[config.mk]
export PLATFORM = sky130hd
export DESIGN_NAME = multi_mode_stream_checksum
export DESIGN_NICKNAME = d
export VERILOG_FILES = /design/src/hw/rtl/mmsc_pkg.sv /design/src/hw/rtl/multi_mode_stream_checksum.sv /design/src/hw/rtl/mmsc_step_unit.sv /design/src/hw/rtl/mmsc_ctrl.sv
export SDC_FILE = /design/constraint.sdc
export NUM_CORES = 1
export LEC_CHECK = 0
export BUFFER_PORTS_ARGS = -buffer_cell sky130_fd_sc_hd__buf_2
export CAP_MARGIN = 20
export CORE_MARGIN = 5
export CORE_UTILIZATION = 40
export CTS_CLUSTER_DIAMETER = 100
export DETAILED_ROUTE_END_ITERATION = 6
export PLACE_DENSITY = 0.65
export SYNTH_ARGS = -nofsm -noshare
export SYNTH_HDL_FRONTEND = slang
export SYNTH_SLANG_ARGS = --single-unit
[constraint.sdc]
create_clock -name clk -period 17 [get_ports clk]
set_clock_uncertainty 0.1 [all_clocks]
set_input_delay 1.7 -clock clk [delete_from_list [all_inputs] [get_ports clk]]
set_output_delay 1.7 -clock clk [all_outputs]
set_load 0.02 [all_outputs]
[src/hw/rtl/mmsc_pkg.sv]
// ----------------------------------------------------------------------------
// mmsc_pkg
// Shared constants, operation codes and the result record for the
// multi-mode stream checksum.
// ----------------------------------------------------------------------------
`default_nettype none

package mmsc_pkg;

  localparam logic [31:0] POLY_MSB   = 32'h04C1_1DB7;
  localparam logic [31:0] POLY_LSB   = 32'hEDB8_8320;
  localparam logic [31:0] ALL_ONES32 = 32'hFFFF_FFFF;

  localparam int MODE_W = 2;

  localparam logic [MODE_W-1:0] MODE_POSIX = 2'd0;
  localparam logic [MODE_W-1:0] MODE_CRC32 = 2'd1;
  localparam logic [MODE_W-1:0] MODE_SYSV  = 2'd2;
  localparam logic [MODE_W-1:0] MODE_BSD   = 2'd3;

  // shared step unit operations
  localparam int OP_W = 3;

  localparam logic [OP_W-1:0] OP_CRC_MSB = 3'd0;  // one bit, MSB-first CRC
  localparam logic [OP_W-1:0] OP_CRC_LSB = 3'd1;  // one bit, reflected CRC
  localparam logic [OP_W-1:0] OP_SUM     = 3'd2;  // 32-bit wrapping byte add
  localparam logic [OP_W-1:0] OP_BSD     = 3'd3;  // rotate right, add, 16 bits
  localparam logic [OP_W-1:0] OP_FOLD    = 3'd4;  // low half plus high half

  typedef struct packed {
    logic [31:0] checksum;
    logic [63:0] length_report;
    logic        count_overflow;
  } mmsc_result_t;

endpackage

`default_nettype wire

[src/hw/rtl/multi_mode_stream_checksum.sv]
// ----------------------------------------------------------------------------
// multi_mode_stream_checksum
// POSIX cksum CRC, reflected CRC-32, SysV sum or BSD sum over a byte stream,
// with byte or block count and counter overflow flag at end of stream.
// ----------------------------------------------------------------------------
// Processing: CRC modes step the shared step unit one CRC bit per cycle,
//   sum modes take one add per byte; in_stall holds off each new item until
//   the previous one is done.
// End of stream: POSIX mode appends the length bytes (up to 8) to the CRC;
//   CRC-32 and BSD go straight to the result, SysV folds the sum first.
// Reset: synchronous; mode returns to POSIX, stream state clears, no output.
`default_nettype none

module multi_mode_stream_checksum (
  input  wire logic                        clk,
  input  wire logic                        rst,
  input  wire logic                        cfg_write,
  input  wire logic [mmsc_pkg::MODE_W-1:0] cfg_data,
  input  wire logic                        in_valid,
  output logic                             in_stall,
  input  wire logic [7:0]                  data_byte,
  input  wire logic                        byte_present,
  input  wire logic                        end_of_stream,
  output logic                             out_valid,
  input  wire logic                        out_stall,
  output logic [31:0]                      checksum,
  output logic [63:0]                      length_report,
  output logic                             count_overflow
);
  import mmsc_pkg::*;

  logic         ctrl_idle;
  logic         res_valid;
  logic         out_free;
  logic         accept;
  mmsc_result_t result;

  assign in_stall = !ctrl_idle;
  assign accept   = in_valid && ctrl_idle;
  assign out_free = !out_valid || !out_stall;

  mmsc_ctrl u_ctrl (
    .clk           (clk),
    .rst           (rst),
    .cfg_write     (cfg_write),
    .cfg_data      (cfg_data),
    .accept        (accept),
    .data_byte     (data_byte),
    .byte_present  (byte_present),
    .end_of_stream (end_of_stream),
    .out_free      (out_free),
    .idle          (ctrl_idle),
    .res_valid     (res_valid),
    .result        (result)
  );

  // output register; the sequencer only finishes when this slot is free
  always_ff @(posedge clk) begin
    if (rst) begin
      out_valid <= 1'b0;
    end else if (res_valid) begin
      out_valid <= 1'b1;
    end else if (!out_stall) begin
      out_valid <= 1'b0;
    end
  end

  always_ff @(posedge clk) begin
    if (res_valid) begin
      checksum       <= result.checksum;
      length_report  <= result.length_report;
      count_overflow <= result.count_overflow;
    end
  end

endmodule

`default_nettype wire

[src/hw/rtl/mmsc_step_unit.sv]
// ----------------------------------------------------------------------------
// mmsc_step_unit
// Shared arithmetic unit: one CRC bit step, a byte add, a BSD rotate-add
// or an end-around fold of the accumulator.
// ----------------------------------------------------------------------------
`default_nettype none

module mmsc_step_unit (
  input  wire logic [mmsc_pkg::OP_W-1:0] op,
  input  wire logic [31:0]               acc,
  input  wire logic                      data_bit,
  input  wire logic [7:0]                data_byte,
  output logic [31:0]                    acc_next
);
  import mmsc_pkg::*;

  logic        fb_msb;
  logic        fb_lsb;
  logic [31:0] add_a;
  logic [31:0] add_b;
  logic [31:0] add_sum;

  assign fb_msb  = acc[31] ^ data_bit;
  assign fb_lsb  = acc[0] ^ data_bit;
  assign add_sum = add_a + add_b;

  always_comb begin
    add_a = acc;
    add_b = {24'b0, data_byte};
    unique case (op)
      OP_BSD: begin
        add_a = {16'b0, acc[0], acc[15:1]};
      end
      OP_FOLD: begin
        add_a = {16'b0, acc[15:0]};
        add_b = {16'b0, acc[31:16]};
      end
      default: begin
      end
    endcase
  end

  always_comb begin
    unique case (op)
      OP_CRC_MSB: acc_next = {acc[30:0], 1'b0} ^ (fb_msb ? POLY_MSB : 32'b0);
      OP_CRC_LSB: acc_next = {1'b0, acc[31:1]} ^ (fb_lsb ? POLY_LSB : 32'b0);
      OP_BSD:     acc_next = {16'b0, add_sum[15:0]};
      default:    acc_next = add_sum;
    endcase
  end

endmodule

`default_nettype wire

[src/hw/rtl/mmsc_ctrl.sv]
// ----------------------------------------------------------------------------
// mmsc_ctrl
// Sequencer, accumulator and byte counter. Drives the shared step unit one
// bit or one add per cycle and builds the end-of-stream result.
// ----------------------------------------------------------------------------
`default_nettype none

module mmsc_ctrl (
  input  wire logic                        clk,
  input  wire logic                        rst,
  input  wire logic                        cfg_write,
  input  wire logic [mmsc_pkg::MODE_W-1:0] cfg_data,
  input  wire logic                        accept,
  input  wire logic [7:0]                  data_byte,
  input  wire logic                        byte_present,
  input  wire logic                        end_of_stream,
  input  wire logic                        out_free,
  output logic                             idle,
  output logic                             res_valid,
  output mmsc_pkg::mmsc_result_t           result
);
  import mmsc_pkg::*;

  localparam logic [2:0] S_IDLE   = 3'd0;
  localparam logic [2:0] S_CRC    = 3'd1;
  localparam logic [2:0] S_ADD    = 3'd2;
  localparam logic [2:0] S_END    = 3'd3;
  localparam logic [2:0] S_APPEND = 3'd4;
  localparam logic [2:0] S_FOLD   = 3'd5;
  localparam logic [2:0] S_DONE   = 3'd6;

  logic [2:0]        state;
  logic [MODE_W-1:0] mode;
  logic [31:0]       acc;
  logic [63:0]       counter;
  logic              overflow;
  logic [7:0]        shreg;
  logic [63:0]       len_shift;
  logic [2:0]        bit_cnt;
  logic              last;
  logic              in_append;
  logic              fold_second;

  logic [OP_W-1:0]   op;
  logic              data_bit;
  logic [31:0]       acc_next;
  logic [31:0]       start_value;

  mmsc_step_unit u_step (
    .op        (op),
    .acc       (acc),
    .data_bit  (data_bit),
    .data_byte (shreg),
    .acc_next  (acc_next)
  );

  always_comb begin
    op       = OP_SUM;
    data_bit = shreg[7];
    unique case (state)
      S_CRC: begin
        if (mode == MODE_CRC32) begin
          op       = OP_CRC_LSB;
          data_bit = shreg[0];
        end else begin
          op = OP_CRC_MSB;
        end
      end
      S_ADD:   op = (mode == MODE_BSD) ? OP_BSD : OP_SUM;
      S_FOLD:  op = OP_FOLD;
      default: op = OP_SUM;
    endcase
  end

  assign idle      = (state == S_IDLE);
  assign res_valid = (state == S_DONE) && out_free;

  always_comb begin
    unique case (mode)
      MODE_POSIX: begin
        result.checksum      = ~acc;
        result.length_report = counter;
      end
      MODE_CRC32: begin
        result.checksum      = acc ^ ALL_ONES32;
        result.length_report = counter;
      end
      MODE_SYSV: begin
        result.checksum      = {16'b0, acc[15:0]};
        result.length_report = {9'b0, counter[63:9]} + {63'b0, |counter[8:0]};
      end
      default: begin
        result.checksum      = {16'b0, acc[15:0]};
        result.length_report = {10'b0, counter[63:10]} + {63'b0, |counter[9:0]};
      end
    endcase
    result.count_overflow = overflow;
  end

  assign start_value = (cfg_data == MODE_CRC32) ? ALL_ONES32 : 32'b0;

  always_ff @(posedge clk) begin
    if (rst) begin
      state       <= S_IDLE;
      mode        <= MODE_POSIX;
      acc         <= 32'b0;
      counter     <= 64'b0;
      overflow    <= 1'b0;
      last        <= 1'b0;
      in_append   <= 1'b0;
      fold_second <= 1'b0;
      bit_cnt     <= 3'd0;
    end else if (cfg_write) begin
      // a mode write drops any stream in progress
      state    <= S_IDLE;
      mode     <= cfg_data;
      acc      <= start_value;
      counter  <= 64'b0;
      overflow <= 1'b0;
    end else begin
      unique case (state)
        S_IDLE: begin
          if (accept) begin
            shreg     <= data_byte;
            last      <= end_of_stream;
            in_append <= 1'b0;
            bit_cnt   <= 3'd0;
            if (byte_present) begin
              if (&counter) overflow <= 1'b1;
              else          counter  <= counter + 64'd1;
              state <= (mode == MODE_POSIX || mode == MODE_CRC32) ? S_CRC : S_ADD;
            end else if (end_of_stream) begin
              state <= S_END;
            end
          end
        end
        S_CRC: begin
          acc     <= acc_next;
          bit_cnt <= bit_cnt + 3'd1;
          if (mode == MODE_CRC32) shreg <= {1'b0, shreg[7:1]};
          else                    shreg <= {shreg[6:0], 1'b0};
          if (bit_cnt == 3'd7) begin
            if (in_append)  state <= S_APPEND;
            else if (last)  state <= S_END;
            else            state <= S_IDLE;
          end
        end
        S_ADD: begin
          acc   <= acc_next;
          state <= last ? S_END : S_IDLE;
        end
        S_END: begin
          fold_second <= 1'b0;
          len_shift   <= counter;
          unique case (mode)
            MODE_POSIX: state <= S_APPEND;
            MODE_SYSV:  state <= S_FOLD;
            default:    state <= S_DONE;
          endcase
        end
        S_APPEND: begin
          // length bytes, least significant first, until none remain
          if (len_shift == 64'b0) begin
            state <= S_DONE;
          end else begin
            shreg     <= len_shift[7:0];
            len_shift <= {8'b0, len_shift[63:8]};
            in_append <= 1'b1;
            bit_cnt   <= 3'd0;
            state     <= S_CRC;
          end
        end
        S_FOLD: begin
          acc         <= acc_next;
          fold_second <= 1'b1;
          if (fold_second) state <= S_DONE;
        end
        S_DONE: begin
          if (out_free) begin
            acc      <= (mode == MODE_CRC32) ? ALL_ONES32 : 32'b0;
            counter  <= 64'b0;
            overflow <= 1'b0;
            state    <= S_IDLE;
          end
        end
        default: state <= S_IDLE;
      endcase
    end
  end

endmodule

`default_nettype wire
* After elaboration in Yosys (flattened, before gate mapping) *
Index checks and enable logic that the tools add are counted.

word-level totals
  input bits = 17
  register bits = 278

cells by class
  bitwise logic cells = 7
  equality and inequality tests = 25
  add/sub/neg operators = 5
  muxes and demuxes = 53
  reductions and logical operators = 33

operators by type and width
  kind                                           count
  2-to-1 mux 64 bit                              5
  one-hot mux 64 bit (2 select lines)            2
  one-hot mux 96 bit (2 select lines)            1
  2-to-1 mux 32 bit                              5
  one-hot mux 32 bit (2 select lines)            2
  one-hot mux 32 bit (3 select lines)            1
  adder 64 x 1 -> 64 bit, second input constant  1
  zero test 64 bit                               1
  AND reduction 64 bit                           1
  adder 55 x 1 -> 56 bit                         1
  adder 54 x 1 -> 55 bit                         1
  adder 32 bit                                   1
  NOT 32 bit                                     1
  XOR 31 x 32 -> 32 bit                          1
  XOR 32 x 27 -> 32 bit                          1
  2-to-1 mux 3 bit                               10
  2-to-1 mux 27 bit                              1
  2-to-1 mux 8 bit                               3
  one-hot mux 8 bit (3 select lines)             1
  one-hot mux 3 bit (7 select lines)             1
  AND reduction 5 bit                            4
  one-hot mux 3 bit (3 select lines)             2
  2-to-1 mux 16 bit                              1
  == test 3 bit, second input constant           5
  29 further kinds                               70

* Depth between registers and ports, before layout *
Gate-level depths: netlist of run 1.

  word-level depth = 9
  gate-level depth with buffers = 17
  depth with buffers taken out = 13

* By module *
A second synthesis of run 1 with hierarchy kept.

second synthesis, totals
  cells, all modules = 2104
  area, all modules = 18255.0 sq um

modules (own cells, without submodules)
  module                      instances  area each (sq um)  seq. area each (sq um)  cells each
  mmsc_ctrl                   1          12604.6            4324.1                  1574
  multi_mode_stream_checksum  1          2955.3             2932.8                  103
  mmsc_step_unit              1          2695.1             0.0                     427

* Least setup slack after synthesis of run 1 *
OpenSTA, ideal clock, no wires.

  path type = input to register
  start point = input port out_stall
  end point = register u_ctrl.counter[52]
  data required time = 16.830 ns
  data arrival time = 8.366 ns
  buffers on the path = 0
  slack = 8.463 ns
  setup time = 0.070 ns
  stages = 6
  path through = a21oi_1 > nor2_1 > a311oi_2 > nand3_1 > or2_2 > a21oi_1

between the ends
  cells in the longest elaborated chain, start to end = 4

RTL lines
  item                                             line                              source
  from (decl)                                      multi_mode_stream_checksum.sv:25  input wire logic out_stall,
  zero test 1 bit                                  --
  logical OR 1 bit                                 multi_mode_stream_checksum.sv:40  assign out_free = !out_valid || !out_stall;
  inequality test 2 x 1 -> 1 bit (no source line)  --
  AND reduction 5 bit (no source line)             --
  to (signal assigned)                             mmsc_ctrl.sv:130                  else counter <= counter + 64'd1;
  to (decl)                                        mmsc_ctrl.sv:35                   logic [63:0] counter;

No other way between the ends.
A chain may end at the register's enable or synchronous reset.

* Worst setup path in the final report of run 1 *
  start point = register u_ctrl.mode[1]
  end point = register u_ctrl.acc[30]

between the ends
  cells in the longest elaborated chain, start to end = 9
  elaborated cells on any way between the ends = 22
  those cells by class = add/sub: 1; eq/ne: 5; mux: 13; bitwise: 2; reduce/logical: 1

RTL lines
  item                                                                           line                                                source
  from (decl)                                                                    mmsc_ctrl.sv:33                                     logic [MODE_W-1:0] mode;
  from (signal assigned)                                                         mmsc_ctrl.sv:116                                    mode <= cfg_data;
  == test 2 bit / == test 2 x 1 -> 1 bit (equally long branches)                 mmsc_ctrl.sv:69, mmsc_ctrl.sv:62, mmsc_ctrl.sv:180
  2-to-1 mux 1 bit, on equally long branches                                     mmsc_ctrl.sv:69, mmsc_ctrl.sv:62
  one-hot mux 3 bit (3 select lines) / 2-to-1 mux 1 bit (equally long branches)  mmsc_ctrl.sv:60                                     unique case (state)
  == test 3 bit, or another cell as far along                                    mmsc_step_unit.sv:30                                unique case (op)
  one-hot mux 32 bit (2 select lines), or another cell as far along              mmsc_step_unit.sv:30
  adder 32 bit / XOR 31 x 32 -> 32 bit (equally long branches)                   mmsc_step_unit.sv:25, mmsc_step_unit.sv:46
  one-hot mux 32 bit (3 select lines)                                            mmsc_step_unit.sv:44                                unique case (op)
  one-hot mux 32 bit (2 select lines) (*)                                        mmsc_ctrl.sv:121                                    unique case (state)
  2-to-1 mux 32 bit (*)                                                          mmsc_ctrl.sv:113                                    end else if (cfg_write) begin
  to (signal assigned)                                                           mmsc_ctrl.sv:117                                    acc <= start_value;
  to (signal assigned)                                                           mmsc_ctrl.sv:138                                    acc <= acc_next;
  to (signal assigned)                                                           mmsc_ctrl.sv:149                                    acc <= acc_next;
  to (decl)                                                                      mmsc_ctrl.sv:34                                     logic [31:0] acc;

Every way passes the cells marked *; elsewhere a longest branch is shown, timed or not. The select of a mux whose other input is x is not followed.

==> impl_metrics.py, run 1 <==
metrics = {
    "layout": {
        "diodes": 0,
        "drive_gt1_share_pct": 14.48,
        "n_fill_cell": 4050,
        "nNetsFinal": 1972,
        "design_area_sq_um": 18910,
        "area_delta_synth_final_pct": 10.74,
        "final_util_pct": 44.97,
    },
    "route": {
        "drt_iter0_drc": 1671,
        "via_per_inst": 6.068,
        "drtAntennaViolNets": 0,
        "wl_per_cell_um": 22.63,
        "firstDrtPassIters": 6,
        "wl_um": 56430,
        "vias": 15130,
        "route.detailed.drc": 0,
    },
    "timing": {
        "rsz0062_at_grt": "no",
        "finalHoldViolations": 0,
        "setup_tns_ps": 0,
        "slew_headroom_pct": 26.95,
        "tightest_slew_ps": 1087,
        "slew_violations": 0,
        "fin_crit_sh_pct": 26.70,
        "setup_violations": 0,
        "fmax_mhz": 220.3,
        "min_period_ps": 4540,
    },
    "logic_synthesis": {
        "synth_area_sq_um": 17070,
        "synth_edf_count": 169,
        "synth.area.mux_share_pct": 4.221,
        "synth_top_family_by_area": "simple AND/OR/NAND/NOR gates",
        "synthArstFlopShare_pct": 0,
        "ys_seq_area_share_pct": 42.51,
        "yosys.area.top_type_share_pct": 29.73,
        "yosys.area.top_type": "edfxtp_1",
        "synth_flop_cell": "edfxtp_1",
        "synthCells": 1920,
        "ys_ff_latch": 278,
        "syn_nets": 1962,
        "synth_common_cells": "208 x nand2_1, 182 x nor2_1, 169 x edfxtp_1, 132 x xnor2_1, 117 x o21ai_0",
        "yosysMostFrequentCell": "nand2_1",
        "synthTopCellsByArea": "edfxtp_1 30%, dfxtp_1 13%, xnor2_1 6.8%",
        "yosys_warnings": 0,
        "synth-xor-area-share_pct": 9.491,
        "synth.avg_cell_area_sq_um": 8.892,
        "synth_fa_ha_area_share_pct": 1.876,
        "synth_compound_area_share_pct": 14.64,
        "yosysUniqueCellTypes": 76,
        "synthSimpleGateAreaFrac_pct": 22.53,
    },
    "global_route": {
        "grt_max_degree": 99,
        "overflow": 0,
        "grt_pass1_wl_um": 86980,
        "track_usage_pct": 23.27,
        "grt_pass1_vias": 14610,
        "antenna_found_initial": 1,
    },
    "cts": {
        "cts_resized": 0,
        "path_clk_slew_ps": 70,
        "hold_buffers": 0,
        "clk_latency_ps": 600,
        "post_cts_buffers": 0,
        "ctsHtreeMaxLevel": 1,
        "cts-root-buf": "clkbuf_16",
        "cts-buffers-inserted": 31,
        "cts_buffer_depth": 3,
        "cts_tree": "yes",
        "cts_sinks": 278,
    },
    "worst_hold_path": {
        "holdCritPathClass": "reg -> reg",
        "hold_depth": 0,
        "holdPathEnd": "count_overflow",
        "hp-start": "u_ctrl.overflow",
    },
    "setup_path": {
        "worst_setup_path_start_kind": "register",
        "cpPeakStageDelay_ps": 830,
        "rr_endpoint": "u_ctrl.acc[30]",
        "path_cells": "nand3b_1, nor2_1, buf_4, mux2_2, ha_1, fa_1, a211oi_1, o211ai_1, nand4_1, a21oi_1, nor2_1, o21ai_0, a221oi_1",
        "crit_type": "reg -> reg",
        "slowest_stage": "dfxtp_4",
        "cp_top_family": "compound AO/OA/AOI/OAI gates",
        "r2r_cells": 13,
        "regToRegStartpoint": "u_ctrl.mode[1]",
        "path_common_cell": "nor2_1",
        "path_buf_inv": 1,
        "end_kind": "register",
        "rrSetupSlack_ps": 12460,
        "cp_max_fo": 56,
        "required_ps": 17410,
        "cp-startpoint": "u_ctrl.mode[1]",
        "arrival_ps": 4950,
    },
    "die": {
        "die_h_um": 216.6,
        "start_util_pct": 40.61,
        "die_w_um": 216.6,
        "core_area_sq_um": 42040,
        "ios": 116,
        "rows": 75,
        "dieArea_sq_um": 46910,
    },
    "power_and_ir_drop": {
        "comb_power_share_pct": 8.9,
        "peakVddDrop_mv": 0.06214,
        "power_frac_seq_pct": 47.7,
        "intPower_uw": 1165,
        "power_uw": 1562,
        "swShare_pct": 25.38,
        "leakagePower_uw": 0.006008,
        "p_sw_uw": 396.4,
        "power_density_nw_per_um2": 82.60,
        "clock_power_share_pct": 43.4,
    },
    "run_status": {
        "status": "finished, final reports clean",
    },
    "placement": {
        "placedInstanceArea_sq_um": 17890,
        "dp_hpwl_um": 39720,
        "place_congestion": 0.9636,
        "io_buffers": 115,
    },
    "run": {
        "maxCapViolCount": 0,
    },
}
## sequential cells by signal, indices dropped and copies added, names as in the netlist
name and flops:
u_ctrl.counter 64, count_overflow 1, u_ctrl.len_shift 64, out_valid 1, checksum 32, u_ctrl.last 1, length_report 64, u_ctrl.fold_second 1
u_ctrl.in_append 1, u_ctrl.bit_cnt 3, u_ctrl.mode 2, u_ctrl.shreg 8, u_ctrl.acc 32, u_ctrl.state 3, u_ctrl.overflow 1
## metal layers
layer	track usage [%]	part of all wire [%]
met4	9.434	4.7
met1	30.34	41
met3	3.907	7.6
met5	0	0.023
met2	38.61	47
## power by group through the flow
stage,Sequential (uW),Combinational [uW],Clock (uW)
global placement,758,134,0
detailed placement,758,137,0
floorplan,742,111,0
global route,745,152,726
finish,744,139,678
CTS,744,137,695
## cell usage in the layout (no fill, tap or decap), types with 49 or more instances in the layout
master,count
nor2_1,182
dfxtp_1,107
edfxtp_1,169
mux2_2,56
o21ai_0,117
xnor2_1,132
xor2_1,53
nand4_1,49
a21oi_1,101
buf_2,115
nand3_1,77
nor3_1,58
nand2_1,208
## worst max path at each step
stage                     cells after the start                 end
after floorplan                               6  u_ctrl.counter[52]
after global placement                        6      u_ctrl.acc[29]
after detailed placement                     13      u_ctrl.acc[30]
after CTS                                    13      u_ctrl.acc[30]
after global routing                         13      u_ctrl.acc[30]
final                                        13      u_ctrl.acc[30]
## final cells by class
type / instances / area, sq um / share of cell area (%)
clock buffers: 38 / 822.0 / 4.348
clock inverters: 20 / 197.7 / 1.046
inverters: 37 / 138.9 / 0.7346
multi-input cells: 1443 / 9056 / 47.90
flip-flops and latches: 278 / 7262 / 38.41
well taps: 539 / 674.4 / 3.567
repair buffers: 139 / 755.7 / 3.997
## through the flow
stage / hold slack [ps] / setup slack (ps) / instances
3_5_place_dp: 346.6 / 12530 / 2436
3_3_place_gp: 360.7 / 12630 / 2436
2_1_floorplan: 309.0 / 8463 / 1920
4_1_cts: 371.7 / 12510 / 2494
5_1_grt: 367.6 / 12190 / 2494
6_report: 357.4 / 12460 / 2494
## cells by family after synthesis
family / after synthesis
mux: 65
simple gates: 777
xor+xnor: 185
fa+ha+maj: 25
flops: 278
buf+inv: 199
compound gates: 391
## worst register-to-register path, cell delays in order, from the launching register on
cell	delay, ps
dfxtp_4	830
nand3b_1	210
nor2_1	140
buf_4	310
mux2_2	380
ha_1	230
fa_1	430
a211oi_1	370
o211ai_1	230
nand4_1	220
a21oi_1	110
nor2_1	430
o21ai_0	170
a221oi_1	300
Power figures use the tool's default switching activity.
==> run 2, diff against run 1 <==
==> constraint.sdc (replaced) <==
create_clock -name clk -period 4.75 [get_ports clk]
set_clock_uncertainty 0.1 [all_clocks]
set_input_delay 0.475 -clock clk [delete_from_list [all_inputs] [get_ports clk]]
set_output_delay 0.475 -clock clk [all_outputs]
set_load 0.02 [all_outputs]
==> run 2 against run 1 <==
  * Global-route usage is 1.0 points higher
  * Utilization is 0.58 points higher
  * Setup slack worse by 12000 ps
  * Clock-buffer cell count is 7 higher
  * Critical path type unchanged
==> impl_metrics.py, run 2 (same netlist as run 1, synthesis figures left out) <==
metrics = {
    "cts": {
        "cts_sinks": 278,
        "cts_tree": "yes",
        "post_cts_buffers": 0,
        "ctsHtreeMaxLevel": 2,
        "hold_buffers": 0,
        "clk_latency_ps": 550,
        "cts-buffers-inserted": 34,
        "cts-root-buf": "clkbuf_16",
        "cts_buffer_depth": 3,
        "path_clk_slew_ps": 60,
        "cts_resized": 0,
    },
    "layout": {
        "design_area_sq_um": 19150,
        "layout_common_cells": "208 x nand2_1, 182 x nor2_1, 169 x edfxtp_1",
        "diodes": 0,
        "nNetsFinal": 1997,
        "mostFrequentLayoutCell": "nand2_1",
        "drive_gt1_share_pct": 15.40,
        "reg_top3": "length_report x64, u_ctrl.counter x64, u_ctrl.len_shift x64",
        "area_delta_synth_final_pct": 12.17,
    },
    "route": {
        "firstDrtPassIters": 6,
        "vias": 15230,
        "route.detailed.drc": 0,
        "wl_per_cell_um": 23.29,
        "drt_iter0_drc": 1736,
        "drtAntennaViolNets": 0,
        "wl_um": 58680,
        "via_per_inst": 6.047,
    },
    "setup_path": {
        "path_cells": "buf_4, nor2b_1, and2_1, nand2_1, nand2_1, ha_1, o211a_1, nand4_1, a21oi_1, o31a_1, or4b_1, or4_1, nand3_1",
        "path_common_cell": "nand2_1",
        "end_kind": "register",
        "slowest_stage": "nor2b_1",
        "crit_type": "reg -> reg",
        "cpPeakStageDelay_ps": 550,
        "worst_setup_path_start_kind": "register",
        "arrival_ps": 4320,
        "path_buf_inv": 1,
        "cp_max_fo": 22,
        "required_ps": 5130,
        "cp_top_family": "simple AND/OR/NAND/NOR gates",
    },
    "power_and_ir_drop": {
        "swShare_pct": 25.36,
        "comb_power_share_pct": 9.1,
        "peakVddDrop_mv": 0.2046,
        "clock_power_share_pct": 44.7,
        "intPower_uw": 4288,
        "leakagePower_uw": 0.006147,
        "power_density_nw_per_um2": 300.0,
        "p_sw_uw": 1457,
        "power_frac_seq_pct": 46.1,
    },
    "timing": {
        "finalHoldViolations": 0,
        "fmax_mhz": 253.9,
        "rsz0062_at_grt": "no",
        "slew_violations": 0,
        "slew_headroom_pct": 26.33,
        "min_period_ps": 3938,
        "fin_crit_sh_pct": 82.90,
        "tightest_slew_ps": 1101,
        "setup_violations": 0,
        "setup_tns_ps": 0,
    },
    "placement": {
        "placedInstanceArea_sq_um": 18070,
        "io_buffers": 115,
        "place_congestion": 1.008,
        "dp_hpwl_um": 41380,
    },
    "die": {
        "ios": 116,
        "die_h_um": 216.6,
        "start_util_pct": 40.61,
        "rows": 75,
        "die_w_um": 216.6,
        "core_area_sq_um": 42040,
        "dieArea_sq_um": 46910,
    },
    "global_route": {
        "track_usage_pct": 24.28,
        "antenna_found_initial": 0,
        "grt_max_degree": 124,
        "grt_pass1_vias": 14680,
        "grt_pass1_wl_um": 89820,
        "overflow": 0,
    },
    "worst_hold_path": {
        "holdCritPathClass": "in -> reg",
    },
    "run": {
        "maxCapViolCount": 0,
    },
    "run_status": {
        "status": "finished, final reports clean",
    },
}
run 2: cell types whose count changed in the layout (fill, tap and decap cells not counted):
| cell | previous run | this run |
|---|---|---|
| clkinv_4 | 2 | 1 |
| clkbuf_8 | 2 | 3 |
| bufinv_16 | 3 | 2 |
| clkinvlp_4 | 1 | 2 |
| clkbuf_16 | 31 | 35 |
| a21oi_2 | 1 | 2 |
| clkinv_1 | 4 | 6 |
| buf_12 | 0 | 1 |
| inv_6 | 3 | 2 |
| buf_4 | 24 | 45 |
| a21oi_1 | 101 | 100 |
| inv_8 | 1 | 0 |
| clkinv_2 | 6 | 3 |
| clkbuf_1 | 5 | 7 |
run 2: area by class of cell:
type | instances | area [sq um]
inverter | 37 | 138.9
timing repair buffer | 161 | 933.4
sequential | 278 | 7262
fill | 4102 | 22890
multi-input combinational | 1443 | 9060
tap | 539 | 674.4
clock inverter | 16 | 138.9
clock buffer | 45 | 943.4
run 2: stage by stage:
stage | total power, uW | utilization (%) | std cells | hold slack [ps] | setup slack, ps
4_1_cts | 5797 | 45.55 | 2519 | 110.2 | 880.7
3_5_place_dp | 3215 | 42.98 | 2458 | 344.2 | 919.2
6_report | 5746 | 45.55 | 2519 | 127.7 | 812.0
5_1_grt | 5957 | 45.55 | 2519 | 138.6 | 498.7
3_3_place_gp | 3210 | 42.98 | 2458 | 332.4 | 919.6
2_1_floorplan | 3051 | - | 1920 | 309.0 | 100.2
run 2: layer usage:
| metal | global-route usage, % | share of wire, % | vias to the layer above |
|---|---|---|---|
| met5 | 0 | 0 | - |
| met4 | 10.01 | 4.1 | 0 |
| met3 | 3.782 | 7.3 | 157 |
| met2 | 40.25 | 47 | 702 |
| met1 | 31.80 | 41 | 7345 |
| li1 | - | - | 7028 |
run 2: power groups by stage:
stage	clock, uW	combinational, uW	sequential (uW)
after detailed placement	0	516	2700
after floorplan	0	397	2650
after global routing	2730	571	2650
after global placement	0	510	2700
final	2570	525	2650
after CTS	2630	519	2650
run 2: tightest hold or removal path, delay by kind of cell:
family | cells | cell delay (ps)
buffers and inverters | 1 | 110
AND/OR/NAND/NOR | 1 | 80
multiplexers | 1 | 70
run 2: worst paths after layout:
kind | start | end | slack, ps | cells past startpoint
setup / recovery | u_ctrl.state[0] | u_ctrl.acc[25] | 810 | 13
hold / removal | cfg_data[0] | u_ctrl.mode[0] | 130 | 3
setup reg to reg | u_ctrl.state[0] | u_ctrl.acc[25] | 810 | 13
hold reg to reg | u_ctrl.overflow | count_overflow | 350 | 0
==> run 3, diff against run 2 <==
==> constraint.sdc (replaced) <==
create_clock -name clk -period 3.9 [get_ports clk]
set_clock_uncertainty 0.1 [all_clocks]
set_input_delay 0.39 -clock clk [delete_from_list [all_inputs] [get_ports clk]]
set_output_delay 0.39 -clock clk [all_outputs]
set_load 0.02 [all_outputs]
==> run 3 against run 2 <==
  * Clock-buffer cell count up 1
  * Combinational power up 24%
  * First-iteration DRC count up 3.9%
  * Maximum frequency up 6.4%
  * Critical path type unchanged
  * Critical endpoint is now u_ctrl.acc[26]
==> impl_metrics.py, run 3 (same netlist as run 1, synthesis figures left out) <==
metrics = {
    "route": {
        "top_layer_used": "met5",
        "wl_per_cell_um": 23.09,
        "via_per_inst": 6.023,
        "firstDrtPassIters": 6,
        "route.detailed.drc": 0,
        "wl_um": 59270,
        "drtAntennaViolNets": 0,
        "wl_met2_um": 27550,
        "wl_met1_um": 24550,
        "wl_met3_um": 4466,
        "vias": 15460,
        "drt_iter0_drc": 1803,
    },
    "cts": {
        "hold_buffers": 0,
        "cts_sinks": 278,
        "cts_tree": "yes",
        "clk_latency_ps": 550,
        "cts-buffers-inserted": 34,
        "cts_buffer_depth": 3,
        "cts-root-buf": "clkbuf_16",
        "path_clk_slew_ps": 60,
        "ctsHtreeMaxLevel": 2,
    },
    "die": {
        "start_util_pct": 40.61,
        "rows": 75,
        "dieArea_sq_um": 46910,
        "ios": 116,
        "core_area_sq_um": 42040,
        "die_h_um": 216.6,
        "die_w_um": 216.6,
    },
    "global_route": {
        "track_usage_pct": 24.51,
        "grt_pass1_vias": 15010,
        "overflow": 0,
        "antenna_found_initial": 1,
        "grt_pass1_wl_um": 90620,
        "grt_max_degree": 98,
    },
    "placement": {
        "io_buffers": 115,
        "dp_hpwl_um": 42630,
        "dp_cells": 2508,
        "place_congestion": 0.9927,
        "dp_worst_setup_slack_ps": 186.1,
    },
    "setup_path": {
        "arrival_ps": 4020,
        "worst_setup_path_start_kind": "register",
        "end_kind": "register",
        "required_ps": 4220,
        "cp_max_fo": 21,
        "crit_type": "reg -> reg",
    },
    "timing": {
        "holdWs_ps": 42.47,
        "rsz0062_at_grt": "no",
        "slew_violations": 0,
        "min_period_ps": 3702,
        "slew_headroom_pct": 24.95,
        "fin_ws_ps": 198.5,
        "setup_tns_ps": 0,
        "fin_crit_sh_pct": 94.91,
        "finalHoldViolations": 0,
        "tightest_slew_ps": 1118,
        "setup_violations": 0,
        "fmax_mhz": 270.2,
    },
    "layout": {
        "reg_top3": "length_report x64, u_ctrl.counter x64, u_ctrl.len_shift x64",
        "stdcell_count": 2567,
        "mostFrequentLayoutCell": "nand2_1",
        "drive_gt1_share_pct": 17.65,
        "layout_common_cells": "208 x nand2_1, 182 x nor2_1, 169 x edfxtp_1",
        "nNetsFinal": 2047,
        "area_delta_synth_final_pct": 14.64,
        "final_util_pct": 46.55,
        "diodes": 0,
    },
    "power_and_ir_drop": {
        "power_frac_seq_pct": 45.2,
        "clock_power_share_pct": 45.7,
        "intPower_uw": 5367,
        "swShare_pct": 24.73,
        "peakVddDrop_mv": 0.3121,
        "power_density_nw_per_um2": 364.4,
        "leakagePower_uw": 0.006437,
        "comb_power_share_pct": 9.1,
        "p_sw_uw": 1764,
    },
    "worst_hold_path": {
        "holdCritPathClass": "in -> reg",
    },
    "run": {
        "maxCapViolCount": 0,
    },
    "run_status": {
        "status": "finished, final reports clean",
    },
}
run 3: changes by cell type in the layout (fill, tap and decap cells not counted), sizes merged:
cell,delta
buf,+50
clkinv,-3
bufinv,+2
clkinvlp,-2
clkbuf,+1
run 3: worst max-delay path: stages, from the launching register on:
cell and delay (ps):
dfxtp_1 310, nand3b_1 200, nor2_1 200, buf_12 200, mux2_2 350, ha_1 220
fa_1 430, a211oi_1 320, o211ai_1 200, nand4_1 210, a21o_1 280, a211oi_1 110
o21a_1 190, o221a_2 260
run 3: final cells by class:
| class | count | area, sq um |
|---|---|---|
| multi-input cells | 1443 | 9056 |
| well taps | 539 | 674.4 |
| fillers | 4109 | 22470 |
| repair buffers | 211 | 1309 |
| clock inverters | 13 | 182.7 |
| inverters | 37 | 138.9 |
| flip-flops and latches | 278 | 7263 |
| clock buffers | 46 | 947.2 |
run 3: repair_timing:
action                                 4_1_cts  5_1_grt
gates resized for setup                      0        1
setup endpoints to repair                    0        4
buffers inserted                             0        0
endpoints found under the hold margin        0        0
run 3: per-stage QoR:
step / total power, uW / area [sq um]
floorplan: 3716 / 17100
global placement: 3912 / 18440
detailed placement: 3924 / 18440
CTS: 7210 / 19570
global route: 7387 / 19570
finish: 7131 / 19570
run 3: layer usage:
layer / vias up / track usage [%]
met1: 7389 / 32.78
met5: - / 0
met4: 2 / 10.58
met3: 173 / 3.712
met2: 761 / 39.68
li1: 7135 / -
run 3: worst paths after layout:
path / from / endpoint / slack (ps) / depth (start not counted)
worst max-delay path: u_ctrl.state[2] / u_ctrl.acc[26] / 200 / 13
worst min-delay path: cfg_data[0] / u_ctrl.mode[0] / 40 / 3
worst max register to register: u_ctrl.state[2] / u_ctrl.acc[26] / 200 / 13
worst min register to register: u_ctrl.overflow / count_overflow / 350 / 0
run 3: power by group through the flow:
stage / Sequential [uW] / Clock [uW] / Combinational [uW]
2_1_floorplan: 3230 / 0 / 483
3_3_place_gp: 3280 / 0 / 631
3_5_place_dp: 3280 / 0 / 642
4_1_cts: 3220 / 3350 / 645
5_1_grt: 3230 / 3460 / 706
6_report: 3220 / 3260 / 650
